==> src/sv/gsge_pkg.sv <==
`timescale 1ns / 1ps
`default_nettype none
// ----------------------------------------------------------------------------
// gsge_pkg: shared types and constants
// Item structs, register indexes, fixed-point widths and the 2^-x table.
// ----------------------------------------------------------------------------
package gsge_pkg;

    // Input item: one grid point
    typedef struct packed {
        logic [5:0] cell_x;
        logic [5:0] cell_y;
        logic [5:0] cell_z;
        logic       mirror_x;
        logic       mirror_y;
        logic       mirror_z;
    } point_t;

    // Result item
    typedef struct packed {
        logic [31:0] density;
        logic        underflow;
    } result_t;

    // Configuration port
    localparam int CFG_IDX_W  = 3;
    localparam int CFG_DATA_W = 32;
    localparam logic [CFG_IDX_W-1:0] CFG_OFFSET_X = 3'd0;
    localparam logic [CFG_IDX_W-1:0] CFG_OFFSET_Y = 3'd1;
    localparam logic [CFG_IDX_W-1:0] CFG_OFFSET_Z = 3'd2;
    localparam logic [CFG_IDX_W-1:0] CFG_SCALE_X  = 3'd3;
    localparam logic [CFG_IDX_W-1:0] CFG_SCALE_Y  = 3'd4;
    localparam logic [CFG_IDX_W-1:0] CFG_SCALE_Z  = 3'd5;
    localparam logic [CFG_IDX_W-1:0] CFG_NORM     = 3'd6;

    // Fixed-point widths
    localparam int MAG_W  = 16;   // |d| in Q8.8
    localparam int TERM_W = 24;   // axis term in Q.16
    localparam int SQ_W   = 48;   // squared term in Q.32
    localparam int SUM_W  = 50;
    localparam int S_W    = 37;   // s below 23.0 in Q.32
    localparam int S_LO_W = 20;
    localparam int S_HI_W = S_W - S_LO_W;
    localparam int LOG2E_W = 25;
    localparam logic [LOG2E_W-1:0] LOG2E_Q24 = 25'd24204406;
    localparam int Y_W    = 38;
    localparam logic [SUM_W-1:0] ARG_LIMIT = 50'd23 << 32;
    localparam logic [Y_W-1:0]   Y_LIMIT   = 38'd32 << 32;

    // Exponent table
    localparam int EXP_TABLE_BITS = 8;
    localparam int EXP_TABLE_SIZE = (1 << EXP_TABLE_BITS) + 1;
    localparam int FRAC_BITS      = 32 - EXP_TABLE_BITS;
    localparam int SHIFT_W        = Y_W - 32;

    typedef logic [32:0] exp_tab_t [EXP_TABLE_SIZE];

    // Truncating integer square root
    function automatic logic [63:0] isqrt64(input logic [63:0] x_in);
        logic [63:0] x;
        logic [63:0] res;
        logic [63:0] bitv;
        x    = x_in;
        res  = '0;
        bitv = 64'd1 << 62;
        for (int i = 0; i < 32; i++)
        begin
            if (bitv > x)
                bitv = bitv >> 2;
        end
        for (int i = 0; i < 32; i++)
        begin
            if (bitv != 0)
            begin
                if (x >= res + bitv)
                begin
                    x   = x - (res + bitv);
                    res = (res >> 1) + bitv;
                end
                else
                begin
                    res = res >> 1;
                end
                bitv = bitv >> 2;
            end
        end
        return res;
    endfunction

    // 2^-(k/2^EXP_TABLE_BITS) in Q0.32, from repeated roots of one half
    function automatic exp_tab_t build_exp_tab();
        exp_tab_t    tab;
        logic [63:0] roots [EXP_TABLE_BITS+1];
        logic [63:0] acc;
        roots[0] = 64'd1 << 31;
        for (int j = 1; j <= EXP_TABLE_BITS; j++)
            roots[j] = isqrt64(roots[j-1] << 32);
        for (int k = 0; k < EXP_TABLE_SIZE - 1; k++)
        begin
            acc = 64'd1 << 32;
            for (int b = 0; b < EXP_TABLE_BITS; b++)
            begin
                if (((k >> b) & 1) != 0)
                    acc = (acc * roots[EXP_TABLE_BITS-b] + (64'd1 << 31)) >> 32;
            end
            tab[k] = acc[32:0];
        end
        tab[EXP_TABLE_SIZE-1] = 33'd1 << 31;
        return tab;
    endfunction

    localparam exp_tab_t EXP_TAB = build_exp_tab();

endpackage
`default_nettype wire

==> src/sv/gsge_axis.sv <==
`timescale 1ns / 1ps
`default_nettype none
// ----------------------------------------------------------------------------
// gsge_axis: squared axis term
// Three stages: centre minus offset, scaling with rounding, squaring.
// ----------------------------------------------------------------------------
module gsge_axis (
    input  wire logic                      clk,
    input  wire logic [5:0]                cell_idx,
    input  wire logic                      mirror,
    input  wire logic signed [15:0]        offset,
    input  wire logic [15:0]               scale,
    output logic [gsge_pkg::SQ_W-1:0]      sq
);
    import gsge_pkg::*;

    logic signed [17:0] c_s;
    logic signed [17:0] d_s;
    logic [MAG_W-1:0]   mag_next, mag_reg;
    logic [31:0]        prod;
    logic [TERM_W-1:0]  a_next, a_reg;
    logic [SQ_W-1:0]    sq_next, sq_reg;

    // Stage 1: signed distance in Q8.8, magnitude
    always_comb
    begin
        c_s = $signed({4'b0000, cell_idx, 8'h80});
        if (mirror)
            c_s = -c_s;
        d_s = c_s - $signed({{2{offset[15]}}, offset});
        mag_next = d_s[17] ? 16'(-d_s) : d_s[15:0];
    end

    // Stage 2: scale, round half up to Q.16
    assign prod   = 32'(scale) * 32'(mag_reg) + 32'd128;
    assign a_next = prod[31:8];

    // Stage 3: square
    assign sq_next = 48'(a_reg) * 48'(a_reg);

    always_ff @(posedge clk)
    begin
        mag_reg <= mag_next;
        a_reg   <= a_next;
        sq_reg  <= sq_next;
    end

    assign sq = sq_reg;

endmodule
`default_nettype wire

==> config.mk <==
export PLATFORM = sky130hd
export DESIGN_NAME = gsge_axis
export DESIGN_NICKNAME = d
export VERILOG_FILES = /design/src/sv/gsge_pkg.sv /design/src/sv/gsge_axis.sv
export SDC_FILE = /design/constraint.sdc
export NUM_CORES = 2
export LEC_CHECK = 0
export CORE_MARGIN = 5
export CORE_UTILIZATION = 35
export CTS_BUF_LIST = sky130_fd_sc_hd__clkbuf_8
export CTS_CLUSTER_SIZE = 16
export DETAILED_ROUTE_END_ITERATION = 10
export DONT_BUFFER_PORTS = 1
export PLACE_DENSITY = 0.56
export RECOVER_POWER = 100
export SYNTH_ARGS = -nofsm -noshare
export SYNTH_HDL_FRONTEND = slang
export SYNTH_SLANG_ARGS = --single-unit
==> constraint.sdc <==
create_clock -name clk -period 11.4 [get_ports clk]
set_clock_uncertainty 0.15 [all_clocks]
set_input_delay 3.42 -clock clk [delete_from_list [all_inputs] [get_ports clk]]
set_output_delay 3.42 -clock clk [all_outputs]
set_load 0.01 [all_outputs]
---- Yosys cells after proc, flatten, opt, wreduce, memory -nomap -nowiden ----
Cells that the tools add are included.
word-level totals
  input port bits ......................... 40
  word-level logic and storage cells ...... 11
  output and inout bits ................... 48
  flip-flop bits (word level) ............. 88
operators by class
  multiplexer cells ....................... 2
  multipliers ............................. 2
  $add $sub $neg .......................... 4
operator list
  cell                                           count
  multiplier 24 x 24 -> 48 bit                   1
  adder 32 x 8 -> 32 bit, second input constant  1
  multiplier 16 x 16 -> 32 bit                   1
  2-to-1 mux 18 bit                              1
  negator 14 -> 18 bit                           1
  subtractor 18 x 16 -> 18 bit                   1
  2-to-1 mux 16 bit                              1
  negator 16 bit                                 1

---- Longest topological paths before layout ----
  depth after elaboration ................. 5
  mapped depth ............................ 28
  depth with buffers taken out ............ 26

---- Worst setup path after synthesis ----
Ideal clock, no wire load.
  path type ............................... input-to-reg
  start point ............................. in scale[10]
  end point ............................... reg a_reg[15]
  library setup time ...................... 0.123 ns
  path buffers ............................ 1
  stages on the path ...................... 23
  slack ................................... 2.372 ns
  data required time ...................... 11.127 ns
  arrival time ............................ 8.755 ns
  cell sequence ........................... clkbuf_1 nand2_1 fa_1 inv_1 fa_1 inv_1 fa_1 fa_1 inv_1 fa_1 inv_1 fa_1 inv_1 ha_1 a21oi_1 o22ai_1 o21ai_0 o21ai_1 a21boi_0 o21ai_1 a21oi_1 o21ai_1 xor2_1
on the way
  cells in the longest elaborated chain, start to end .. 2
RTL lines
  what                          line             text
  start: declaration            gsge_axis.sv:12  input wire logic [15:0] scale,
  multiplier 16 x 16 -> 32 bit  gsge_axis.sv:35  assign prod = 32'(scale) * 32'(mag_reg) + 32'd128;
  adder 32 x 8 -> 32 bit        gsge_axis.sv:35
  named net prod[23]            gsge_axis.sv:20  logic [31:0] prod;
  end signal: assignment        gsge_axis.sv:44  a_reg <= a_next;
  end: declaration              gsge_axis.sv:21  logic [TERM_W-1:0] a_next, a_reg;
The timed path passes the listed nets, and every way through them passes these cells.

---- Final worst setup path ----
  start point ............................. reg a_reg[0]
  end point ............................... reg sq_reg[37], in the netlist sq[37]
on the way
  cells in the longest elaborated chain, start to end .. 1
RTL lines
  what                          line             text
  multiplier 24 x 24 -> 48 bit  gsge_axis.sv:39  assign sq_next = 48'(a_reg) * 48'(a_reg);
  named net sq_next[37]         gsge_axis.sv:22  logic [SQ_W-1:0] sq_next, sq_reg;
  end signal: assignment        gsge_axis.sv:45  sq_reg <= sq_next;
  end: declaration              gsge_axis.sv:22
The timed path passes the listed nets, and every way through them passes these cells.

==> results_dict.tcl <==
set metrics [dict create \
    status "finished clean" \
    grt_max_degree 26 \
    ant_nets 0 \
    post_cts_resized 0 \
    antenna_found_initial 1 \
    synth_commonest_cells "inv_1 (849), fa_1 (616), nand2_1 (369)" \
    cp.arrival_ns 9.11 \
    drt_iter0_markers 808 \
    initial_core_util_pct 35.3 \
    synthArstFlopShare_pct 0 \
    fin_nets 3891 \
    synthCells 3001 \
    htreeDepth 3 \
    clk_path_buf_depth 2 \
    crit_required_ns 11.57 \
    die_h_um 289 \
    largest_reg_flops 47 \
    drc 0 \
    drv_slew 0 \
    ys.flop_type "dfxtp_1" \
    viasPerCell 4.56 \
    post_drt_wl_per_cell_um 15.8 \
    fin_crit_sh_pct 78.4 \
    place_ws_ns 2.25 \
    die_x_um 289 \
    max_cap_viol_count 0 \
    period_minus_slack_ns 8.94 \
    avgSynthCellArea_um2 9.10 \
    synth_top_area_share_pct 45.2 \
    grt_pass1_vias 20300 \
    synth-edff-count 0 \
    ctsHoldBuffers 0 \
    fmax_mhz 112 \
    cp-end-kind "flop" \
    yosysMostFrequentCell "inv_1" \
    numPortBuffers 0 \
    syn_nets 3953 \
    ys_warn_count 0 \
    slew_headroom_pct 22.7 \
    gp_congestion 0.861 \
    synth.cell_area_um2 27300 \
    dp_cells 3968 \
    finalSetupViolations 0 \
    rows 102 \
    cts_buffers 9 \
    ys_types 74 \
    cts_num_sinks 87 \
    yosys.area.top_type "fa_1" \
    cts_root_buffer "clkbuf_8" \
    insertion_delay_ns 0.47 \
    fin_ws_ns 2.46 \
    crit_type "reg -> reg" \
    io_pins 88 \
    fp.coreArea_um2 77500 \
    path_max_fanout 25 \
    final_cells 3984 \
    clk_pin_slew_ns 0.12 \
    grt_pass1_wl_mm 108 \
    cts_tree "built" \
    critPathLaunchType "flop" \
    post-cts-setup-buffer-count 0 \
    firstDrtPassIters 5 \
    grt_use_total_pct 16.1 \
    synthToLayoutAreaGrowth_pct 4.66 \
    synth_area_leaders "fa_1 (45%), ha_1 (14%), inv_1 (12%)" \
    hold_class "reg -> reg" \
    die-area_um2 83700 \
    ys_ff_latch 87 \
    tightest_slew_ns 1.16 \
    dp_hpwl_mm 53.4 \
    vias 18200 \
    drive_above_1_share_pct 1.90 \
    gr-total-overflow 0 \
    synth-seq-area-share_pct 6.38 \
    rsz0062_at_grt "false" \
    fin_tns_setup_ns 0 \
    hold_viol 0 \
    routed_wl_mm 62.9 \
]
-- logic make-up (layout without fill, tap and decap cells) --
group           Yosys count  count (layout)  synth area share (%)
compound gates          227             227                  5.70
xor+xnor                104             104                  3.33
fa+ha+maj               912             912                  58.7
buf+inv                 949             891                  13.1
flops                    87              87                  6.38
mux                       3               3                 0.119
other cells               1               2                0.0137
simple gates            718             718                  12.6
-- worst paths after layout --
path	end	cells past startpoint	start	slack [ns]
worst max-delay path	sq[37]$_DFF_P_	23	a_reg[0]$_DFF_P_	2.46
worst min register to register	sq[2]$_DFF_P_	2	a_reg[1]$_DFF_P_	0.59
worst min-delay path	sq[2]$_DFF_P_	2	a_reg[1]$_DFF_P_	0.59
worst max register to register	sq[37]$_DFF_P_	23	a_reg[0]$_DFF_P_	2.46
-- metrics by stage --
stage | instance area (um^2) | util [%] | hold WS (ns)
6_report | 28600 | 36.9 | 0.591
3_3_place_gp | 28400 | 36.7 | 0.438
4_1_cts | 28600 | 37.0 | 0.456
5_1_grt | 28600 | 36.9 | 0.623
3_5_place_dp | 28400 | 36.7 | 0.441
2_1_floorplan | 27300 | - | 0.235
-- routing by layer --
metal	up-vias	GRT usage, %	part of all wire (%)
met2	287	27.4	48
li1	8670	-	-
met4	0	3.32	1.9
met5	-	0	0
met1	9155	22.0	46
met3	48	2.53	4.4
-- worst max-delay path, cell delays in order (launching register included) --
cell and delay (ns):
dfxtp_1 0.32, clkbuf_1 0.85, nand2_1 0.23, fa_1 0.60, inv_1 0.06, fa_1 0.52
fa_1 0.54, inv_1 0.05, fa_1 0.50, inv_1 0.06, fa_1 0.49, fa_1 0.49
inv_1 0.05, fa_1 0.47, inv_1 0.04, ha_1 0.36, a21o_1 0.23, a21o_1 0.17
a21o_1 0.18, o31ai_1 0.64, a21oi_1 0.41, a311oi_1 0.90, o21ai_0 0.27, xor2_1 0.21
-- cells in the final DEF, fill, tap and decap left out, types with 7 or more instances in the layout --
cell	n
a21o_1	34
a21oi_1	73
and2_1	200
and3_1	7
buf_4	26
clkbuf_8	9
dfxtp_1	87
fa_1	616
ha_1	296
inv_1	849
nand2_1	369
nand3_1	16
nand4_1	14
nor2_1	50
nor2b_1	17
nor3_1	10
nor3b_1	7
o21a_1	9
o21ai_0	39
o21bai_1	13
xnor2_1	68
xor2_1	36
-- layout make-up --
type	count	area, um^2
inverters	849	3190
flip-flops and latches	87	1740
fillers	8013	48900
clock buffers	9	124
diodes	1	2.50
repair buffers	27	199
multi-input cells	1965	21900
well taps	1040	1300
clock inverters	6	100
Power is not shown: default switching activity piles up to over one toggle a cycle in this logic, so the estimate is an artifact.
